==> src/hdl/pmsfp_pkg.sv <==
// pmsfp_pkg: types and constants for the sensor frame parser
// used by pmsfp_frame, pmsfp_drain and pm_sensor_frame_parser; no dependencies
package pmsfp_pkg;

	localparam int FRAME_BYTES   = 32;
	localparam int READING_COUNT = 13;
	localparam int SUM_END       = 30;
	localparam int DATA_START    = 4;

	localparam int POS_W   = 5;
	localparam int SUM_W   = 13;
	localparam int IDX_W   = 4;
	localparam int CNT_W   = 4;
	localparam int VALUE_W = 16;

	localparam logic [7:0] HDR_FIRST  = 8'h42;
	localparam logic [7:0] HDR_SECOND = 8'h4D;

	typedef enum logic [1:0] {
		ST_OK       = 2'd0,
		ST_HEADER   = 2'd1,
		ST_CHECKSUM = 2'd2,
		ST_SHORT    = 2'd3
	} status_t;

	typedef logic [READING_COUNT-1:0][VALUE_W-1:0] reading_arr_t;

	typedef struct packed {
		logic    hit;
		status_t status;
	} frame_evt_t;

endpackage

==> src/hdl/pm_sensor_frame_parser.sv <==
// pm_sensor_frame_parser: top level of the particulate sensor frame parser
// instantiates pmsfp_frame and pmsfp_drain; depends on pmsfp_pkg
//
//   channel   handshake                   word
//   byte      byte_valid / byte_ready     is_gap, data_byte
//   result    result_valid / result_ready status, field_index, field_value, last
//
// one byte accepted per cycle; results appear in the cycle after a closing byte
// a good frame gives 13 words, one per cycle while result_ready stays high
// a byte that closes a frame waits until the result register is empty or
// hands out its last word in that same cycle; other bytes are accepted at any time
// arst_n clears position, sum and the result count and sets the header flag
module pm_sensor_frame_parser (
	input  logic        clk,
	input  logic        arst_n,
	input  logic        byte_valid,
	output logic        byte_ready,
	input  logic        is_gap,
	input  logic [7:0]  data_byte,
	output logic        result_valid,
	input  logic        result_ready,
	output logic [1:0]  status,
	output logic [3:0]  field_index,
	output logic [15:0] field_value,
	output logic        last
);

	pmsfp_pkg::frame_evt_t   evt;
	pmsfp_pkg::reading_arr_t readings;
	logic                    can_load;
	logic                    take;

	assign byte_ready = !evt.hit || can_load;
	assign take       = byte_valid && byte_ready;

	pmsfp_frame u_frame (
		.clk       (clk),
		.arst_n    (arst_n),
		.take      (take),
		.is_gap    (is_gap),
		.data_byte (data_byte),
		.evt       (evt),
		.readings  (readings)
	);

	pmsfp_drain u_drain (
		.clk          (clk),
		.arst_n       (arst_n),
		.load         (take && evt.hit),
		.load_status  (evt.status),
		.readings     (readings),
		.result_ready (result_ready),
		.can_load     (can_load),
		.result_valid (result_valid),
		.status       (status),
		.field_index  (field_index),
		.field_value  (field_value),
		.last         (last)
	);

	a_err_single: assert property (@(posedge clk) disable iff (!arst_n)
		(result_valid && status != 2'(pmsfp_pkg::ST_OK))
			|-> (last && field_index == '0 && field_value == '0))
		else $error("error word not a single zeroed word");

	a_last_index: assert property (@(posedge clk) disable iff (!arst_n)
		(result_valid && last && status == 2'(pmsfp_pkg::ST_OK))
			|-> (field_index == 4'(pmsfp_pkg::READING_COUNT - 1)))
		else $error("last reading at wrong index");

	a_hit_loads: assert property (@(posedge clk) disable iff (!arst_n)
		(take && evt.hit) |=> (result_valid && field_index == '0))
		else $error("closed frame gave no result");

	a_no_overrun: assert property (@(posedge clk) disable iff (!arst_n)
		(take && evt.hit && result_valid) |-> (last && result_ready))
		else $error("frame closed over pending results");

endmodule

==> src/hdl/pmsfp_frame.sv <==
// pmsfp_frame: byte position, running sum, header check and reading store
// judges a frame on its final byte or on a gap; depends on pmsfp_pkg
module pmsfp_frame (
	input  logic                     clk,
	input  logic                     arst_n,
	input  logic                     take,
	input  logic                     is_gap,
	input  logic [7:0]               data_byte,
	output pmsfp_pkg::frame_evt_t    evt,
	output pmsfp_pkg::reading_arr_t  readings
);

	logic [pmsfp_pkg::POS_W-1:0]   pos_q;
	logic [pmsfp_pkg::SUM_W-1:0]   sum_q;
	logic                          header_good_q;
	logic [7:0]                    checksum_high_q;
	logic [7:0]                    pending_high_q;
	pmsfp_pkg::reading_arr_t       store_q;

	logic                          pos_zero;
	logic                          pos_end;
	logic                          in_sum;
	logic                          in_data;
	logic [pmsfp_pkg::POS_W-1:0]   pos_off;
	logic [pmsfp_pkg::IDX_W-1:0]   slot;
	logic [15:0]                   expect_sum;

	assign pos_zero   = (pos_q == '0);
	assign pos_end    = (pos_q == pmsfp_pkg::POS_W'(pmsfp_pkg::FRAME_BYTES - 1));
	assign in_sum     = (pos_q < pmsfp_pkg::POS_W'(pmsfp_pkg::SUM_END));
	assign in_data    = in_sum && (pos_q >= pmsfp_pkg::POS_W'(pmsfp_pkg::DATA_START));
	assign pos_off    = pos_q - pmsfp_pkg::POS_W'(pmsfp_pkg::DATA_START);
	assign slot       = pmsfp_pkg::IDX_W'(pos_off >> 1);
	assign expect_sum = {checksum_high_q, data_byte};

	always_comb begin
		evt.hit    = is_gap ? !pos_zero : pos_end;
		evt.status = pmsfp_pkg::ST_OK;
		if (is_gap) begin
			evt.status = pmsfp_pkg::ST_SHORT;
		end else if (!header_good_q) begin
			evt.status = pmsfp_pkg::ST_HEADER;
		end else if (16'(sum_q) != expect_sum) begin
			evt.status = pmsfp_pkg::ST_CHECKSUM;
		end
	end

	always_ff @(posedge clk or negedge arst_n) begin
		if (!arst_n) begin
			pos_q           <= '0;
			sum_q           <= '0;
			header_good_q   <= 1'b1;
			checksum_high_q <= '0;
			pending_high_q  <= '0;
		end else if (take) begin
			if (is_gap || pos_end) begin
				if (!pos_zero) begin
					pos_q         <= '0;
					sum_q         <= '0;
					header_good_q <= 1'b1;
				end
			end else begin
				if (pos_zero) begin
					header_good_q <= (data_byte == pmsfp_pkg::HDR_FIRST);
				end else if (pos_q == pmsfp_pkg::POS_W'(1)) begin
					header_good_q <= header_good_q && (data_byte == pmsfp_pkg::HDR_SECOND);
				end
				if (in_sum) begin
					sum_q <= sum_q + pmsfp_pkg::SUM_W'(data_byte);
				end
				if (pos_q == pmsfp_pkg::POS_W'(pmsfp_pkg::SUM_END)) begin
					checksum_high_q <= data_byte;
				end else if (in_data && !pos_off[0]) begin
					pending_high_q <= data_byte;
				end
				pos_q <= pos_q + 1'b1;
			end
		end
	end

	// reading store, no reset
	always_ff @(posedge clk) begin
		if (take && !is_gap && in_data && pos_off[0]) begin
			store_q[slot] <= {pending_high_q, data_byte};
		end
	end

	assign readings = store_q;

endmodule

==> src/hdl/pmsfp_drain.sv <==
// pmsfp_drain: result register holding one error word or thirteen readings
// shifts results out one word per accept; depends on pmsfp_pkg
module pmsfp_drain (
	input  logic                                 clk,
	input  logic                                 arst_n,
	input  logic                                 load,
	input  pmsfp_pkg::status_t                   load_status,
	input  pmsfp_pkg::reading_arr_t              readings,
	input  logic                                 result_ready,
	output logic                                 can_load,
	output logic                                 result_valid,
	output logic [1:0]                           status,
	output logic [pmsfp_pkg::IDX_W-1:0]          field_index,
	output logic [pmsfp_pkg::VALUE_W-1:0]        field_value,
	output logic                                 last
);

	logic [pmsfp_pkg::CNT_W-1:0] cnt_q;
	logic [pmsfp_pkg::IDX_W-1:0] idx_q;
	pmsfp_pkg::reading_arr_t     buf_q;
	pmsfp_pkg::status_t          status_q;
	logic                        pop;

	assign result_valid = (cnt_q != '0);
	assign pop          = result_valid && result_ready;
	assign last         = (cnt_q == pmsfp_pkg::CNT_W'(1));
	assign can_load     = (cnt_q == '0) || (last && result_ready);
	assign status       = status_q;
	assign field_index  = idx_q;
	assign field_value  = buf_q[0];

	always_ff @(posedge clk or negedge arst_n) begin
		if (!arst_n) begin
			cnt_q <= '0;
			idx_q <= '0;
		end else if (load) begin
			idx_q <= '0;
			if (load_status == pmsfp_pkg::ST_OK) begin
				cnt_q <= pmsfp_pkg::CNT_W'(pmsfp_pkg::READING_COUNT);
			end else begin
				cnt_q <= pmsfp_pkg::CNT_W'(1);
			end
		end else if (pop) begin
			cnt_q <= cnt_q - 1'b1;
			idx_q <= idx_q + 1'b1;
		end
	end

	always_ff @(posedge clk) begin
		if (load) begin
			status_q <= load_status;
			if (load_status == pmsfp_pkg::ST_OK) begin
				buf_q <= readings;
			end else begin
				buf_q <= '0;
			end
		end else if (pop) begin
			buf_q <= {pmsfp_pkg::VALUE_W'(0), buf_q[pmsfp_pkg::READING_COUNT-1:1]};
		end
	end

endmodule
==> config.mk <==
export PLATFORM = sky130hd
export DESIGN_NAME = pm_sensor_frame_parser
export DESIGN_NICKNAME = d
export VERILOG_FILES = /design/src/hdl/pmsfp_pkg.sv /design/src/hdl/pm_sensor_frame_parser.sv /design/src/hdl/pmsfp_frame.sv /design/src/hdl/pmsfp_drain.sv
export SDC_FILE = /design/constraint.sdc
export NUM_CORES = 1
export LEC_CHECK = 0
export BUFFER_PORTS_ARGS = -buffer_cell sky130_fd_sc_hd__buf_2
export CORE_MARGIN = 5
export CORE_UTILIZATION = 27
export DETAILED_ROUTE_END_ITERATION = 7
export GPL_ROUTABILITY_DRIVEN = 0
export GPL_TIMING_DRIVEN = 1
export SYNTH_ARGS = -nofsm -noshare
export SYNTH_HDL_FRONTEND = slang
export SYNTH_HIERARCHICAL = 1
export SYNTH_SLANG_ARGS = --single-unit
==> constraint.sdc <==
create_clock -name clk -period 19.4 [get_ports clk]
set_clock_uncertainty 0.1 [all_clocks]
set_input_delay 1.94 -clock clk [delete_from_list [all_inputs] [get_ports clk]]
set_output_delay 1.94 -clock clk [all_outputs]
set_load 0.02 [all_outputs]
==> impl_metrics.toml <==
[grt]
grt.total_usage = 0.0916
grt_max_degree = 110
antenna_found_initial = 2
gr-total-overflow = 0
grt_pass1_vias = 10200
grt_pass1_wl_microns = 55000

[critical_path]
r2r-end = "u_drain/buf_q[181]$_DFFE_PP_"
reg2reg_depth = 11
cp_slowest_stage_delay_ps = 900
critPathRequiredTime_ps = 19660
cp_data_arrival_time_ps = 5270
crit_family = "buffers and inverters"
r2r_slack_ps = 14920
cp.depth = 10
worstSetupPathType = "input pin to flop"
timing.critical_path.cells = "buf_2 -> ha_1 -> nor4_1 -> nand4_1 -> o21ai_0 -> nand2b_1 -> nor3b_4 -> buf_4 -> nand2_1 -> o21ai_0"
setup.worst_path.end_class = "flop"
endpoint = "u_drain/buf_q[181]$_DFFE_PP_"
startpoint_type = "input pin"
critPathLaunch = "data_byte[2]"
cp_common_cell = "o21ai_0"
cp.buffers_inverters = 2
critPathSlowestCell = "buf_4"
r2r_start = "u_frame/pos_q[1]$_DFFE_PN0P_"
critPathMaxFanout = 109

[clock_tree]
cts_hold_buf = 0
cts.clk_slew.worst_paths_ps = 60
root_buffer = "clkbuf_16"
numCtsBuffers = 45
clock_path_buffers = 3
post_cts_buffers = 0
h-tree-depth = 2
worst_skew_pair.late_latency_ps = 550
cts_tree = "done"
cts_resized = 0
clock-sinks = 461

[logic_synthesis]
synth_seq_area_share = 0.746
synth-async-reset-ratio = 0.0933
ys_seq_elements = 461
synthCells = 1353
synth_edf_count = 418
ys_top_cells_by_area = "edfxtp_1 69%, dfrtp_1 5.8%, o21ai_0 5.4%"
synth_warnings = 6
synth_top_area_frac = 0.687
synth_area_sq_um = 18300
avgSynthCellArea_sq_um = 13.5
synth_nets = 1387
yosysTopAreaCell = "edfxtp_1"
synth_cell_types = 69
yosys_most_used_dff = "edfxtp_1"

[placed_design]
dp_hpwl_microns = 18700
dp.cells = 2215
io_buffers = 37
dp_slack_ps = 13830
dpl-instance-area_sq_um = 19300

[floorplanning]
coreArea_sq_um = 67200
die_x_microns = 270
initial_utilization = 0.272
die_area_sq_um = 72900
row_count = 95
die_y_microns = 270
num_io_pins = 38

[routing]
ant_nets = 0
wl_per_cell_microns = 14.9
drt-initial-drc-count = 754
dr.pass1.iters = 5
vias = 9886
viasPerCell = 4.31
drc = 0
routed_wl_microns = 34300

[timing]
final.setup.worst_slack_ps = 14390
fmax_ghz = 0.200
setup_tns_ps = 0
post-route-min-period_ps = 5010
period_share = 0.258
rsz0062_at_grt = "no"
report.final.setup_viol = 0
tightestPinTransition_ps = 1150
slew_headroom = 0.233
hold_viol_final = 0
slew_viol_final = 0

[status]
status = "complete, no violations"

[power_and_ir_drop]
power_density_nw_per_um2 = 131
irDropWorstVdd_mv = 0.0671
p_total_mw = 2.71
p_leak_nw = 7.48

[final_layout]
stdcell_count = 2296
nFillCells = 6522
synthToLayoutAreaGrowth_pct = 13.1
insertedDiodeCount = 0
drive_above_1_share = 0.106
final_cell_area_sq_um = 20600
finalNetCount = 1423

[min_path]
hold_class = "flop to flop"

[flow_run]
maxCapViolCount = 0
layout by cell type, fill, tap and decap left out, types with 4 or more instances in the layout:
master,instances
nand2_1,212
nand4_1,5
nand2b_1,7
o211ai_1,6
and2_1,19
nand3_1,10
mux2i_1,5
clkbuf_1,20
inv_1,204
clkbuf_16,47
clkinv_1,4
buf_2,37
ha_1,20
a21o_1,4
buf_4,19
a21oi_1,7
clkinv_2,7
nor3_1,4
o21ai_0,198
xnor2_1,10
nor2_1,26
edfxtp_1,418
dfrtp_1,42
mux2_2,16
per-layer routing:
metal,part of all wire,track usage
met2,0.50,0.163
met1,0.44,0.115
met5,0.00038,0
met4,0.020,0.0226
met3,0.037,0.0176
sequential cells by signal, summed over array words and instances, names as in the netlist, 4 cells and up:
signal	count
u_frame/sum_q	13
u_frame/checksum_high_q	8
u_frame/pos_q	5
u_drain/cnt_q	4
u_drain/field_value	16
u_frame/pending_high_q	8
u_frame/readings	208
u_drain/field_index	4
u_drain/buf_q	192
worst register-to-register path, cell delays in order (launching register included):
cell	delay (ps)
dfrtp_1	510
ha_1	220
and2_1	140
ha_1	250
nor2_1	150
a21oi_1	280
and3_4	240
buf_4	710
nor3b_4	470
buf_4	900
nand2_1	170
o21ai_0	150
logic make-up after synthesis:
group	count (synthesis)	synth area share
AOI/OAI and AO/OA	250	0.0768
muxes	21	0.0126
and+or+nand+nor	316	0.0796
adders and majority gates	21	0.0148
buffers and inverters	271	0.0636
DFF	461	0.746
xor gates and xnor gates	13	0.00624
power by group:
part	internal (mW)	switching, mW
Sequential	1.39	0.0996
Combinational	0.147	0.278
Clock	0.453	0.348
synthesized netlist by cell type (2+ instances only):
cell type / instances
a31oi_1: 3
or4b_2: 2
nor4_1: 2
xor2_1: 3
ha_1: 20
xnor2_1: 10
and2_1: 19
nor3_1: 5
o211ai_1: 6
buf_2: 6
nor2_1: 26
a211oi_1: 3
and3_1: 3
edfxtp_1: 418
inv_1: 204
a211o_1: 2
a21o_1: 4
nor2b_1: 3
o21a_1: 3
nor4b_1: 2
a21oi_1: 7
mux2i_1: 5
nand2b_1: 8
o31a_1: 2
nand3_1: 10
nor3b_1: 2
mux2_2: 16
dfrtp_1: 42
o21ai_0: 198
or2_2: 2
nand2_1: 212
buf_4: 34
a22o_1: 3
and3_2: 2
o41ai_1: 3
clkbuf_1: 24
nand4_1: 5
o2111ai_1: 3
per-stage QoR:
| step | hold slack, ps | utilization |
|---|---|---|
| 2_1_floorplan | 347 | - |
| 5_1_grt | 427 | 0.307 |
| 6_report | 393 | 0.307 |
| 4_1_cts | 395 | 0.307 |
| 3_3_place_gp | 367 | 0.287 |
| 3_5_place_dp | 380 | 0.287 |
worst min path at each step:
stage / startpoint / to / slack [ps] / depth (start not counted)
finish: u_frame/sum_q[2]$_DFFE_PN0P_ / u_frame/sum_q[2]$_DFFE_PN0P_ / 390 / 2
CTS: u_frame/sum_q[2]$_DFFE_PN0P_ / u_frame/sum_q[2]$_DFFE_PN0P_ / 390 / 2
global placement: u_frame/sum_q[4]$_DFFE_PN0P_ / u_frame/sum_q[4]$_DFFE_PN0P_ / 370 / 2
detailed placement: u_frame/sum_q[2]$_DFFE_PN0P_ / u_frame/sum_q[2]$_DFFE_PN0P_ / 380 / 2
floorplan: u_frame/sum_q[2]$_DFFE_PN0P_ / u_frame/sum_q[2]$_DFFE_PN0P_ / 350 / 2
global route: u_frame/sum_q[2]$_DFFE_PN0P_ / u_frame/sum_q[2]$_DFFE_PN0P_ / 430 / 2
area by class of cell:
class,count,area [sq um],share of cell area
multi-input cells,621,3490,0.169
clock inverters,12,58.8,0.00285
repair buffers,56,328,0.0159
clock buffers,69,1280,0.0619
inverters,204,766,0.0371
well taps,873,1090,0.0529
flip-flops and latches,461,13600,0.660
(Power assumes the default switching activity.)
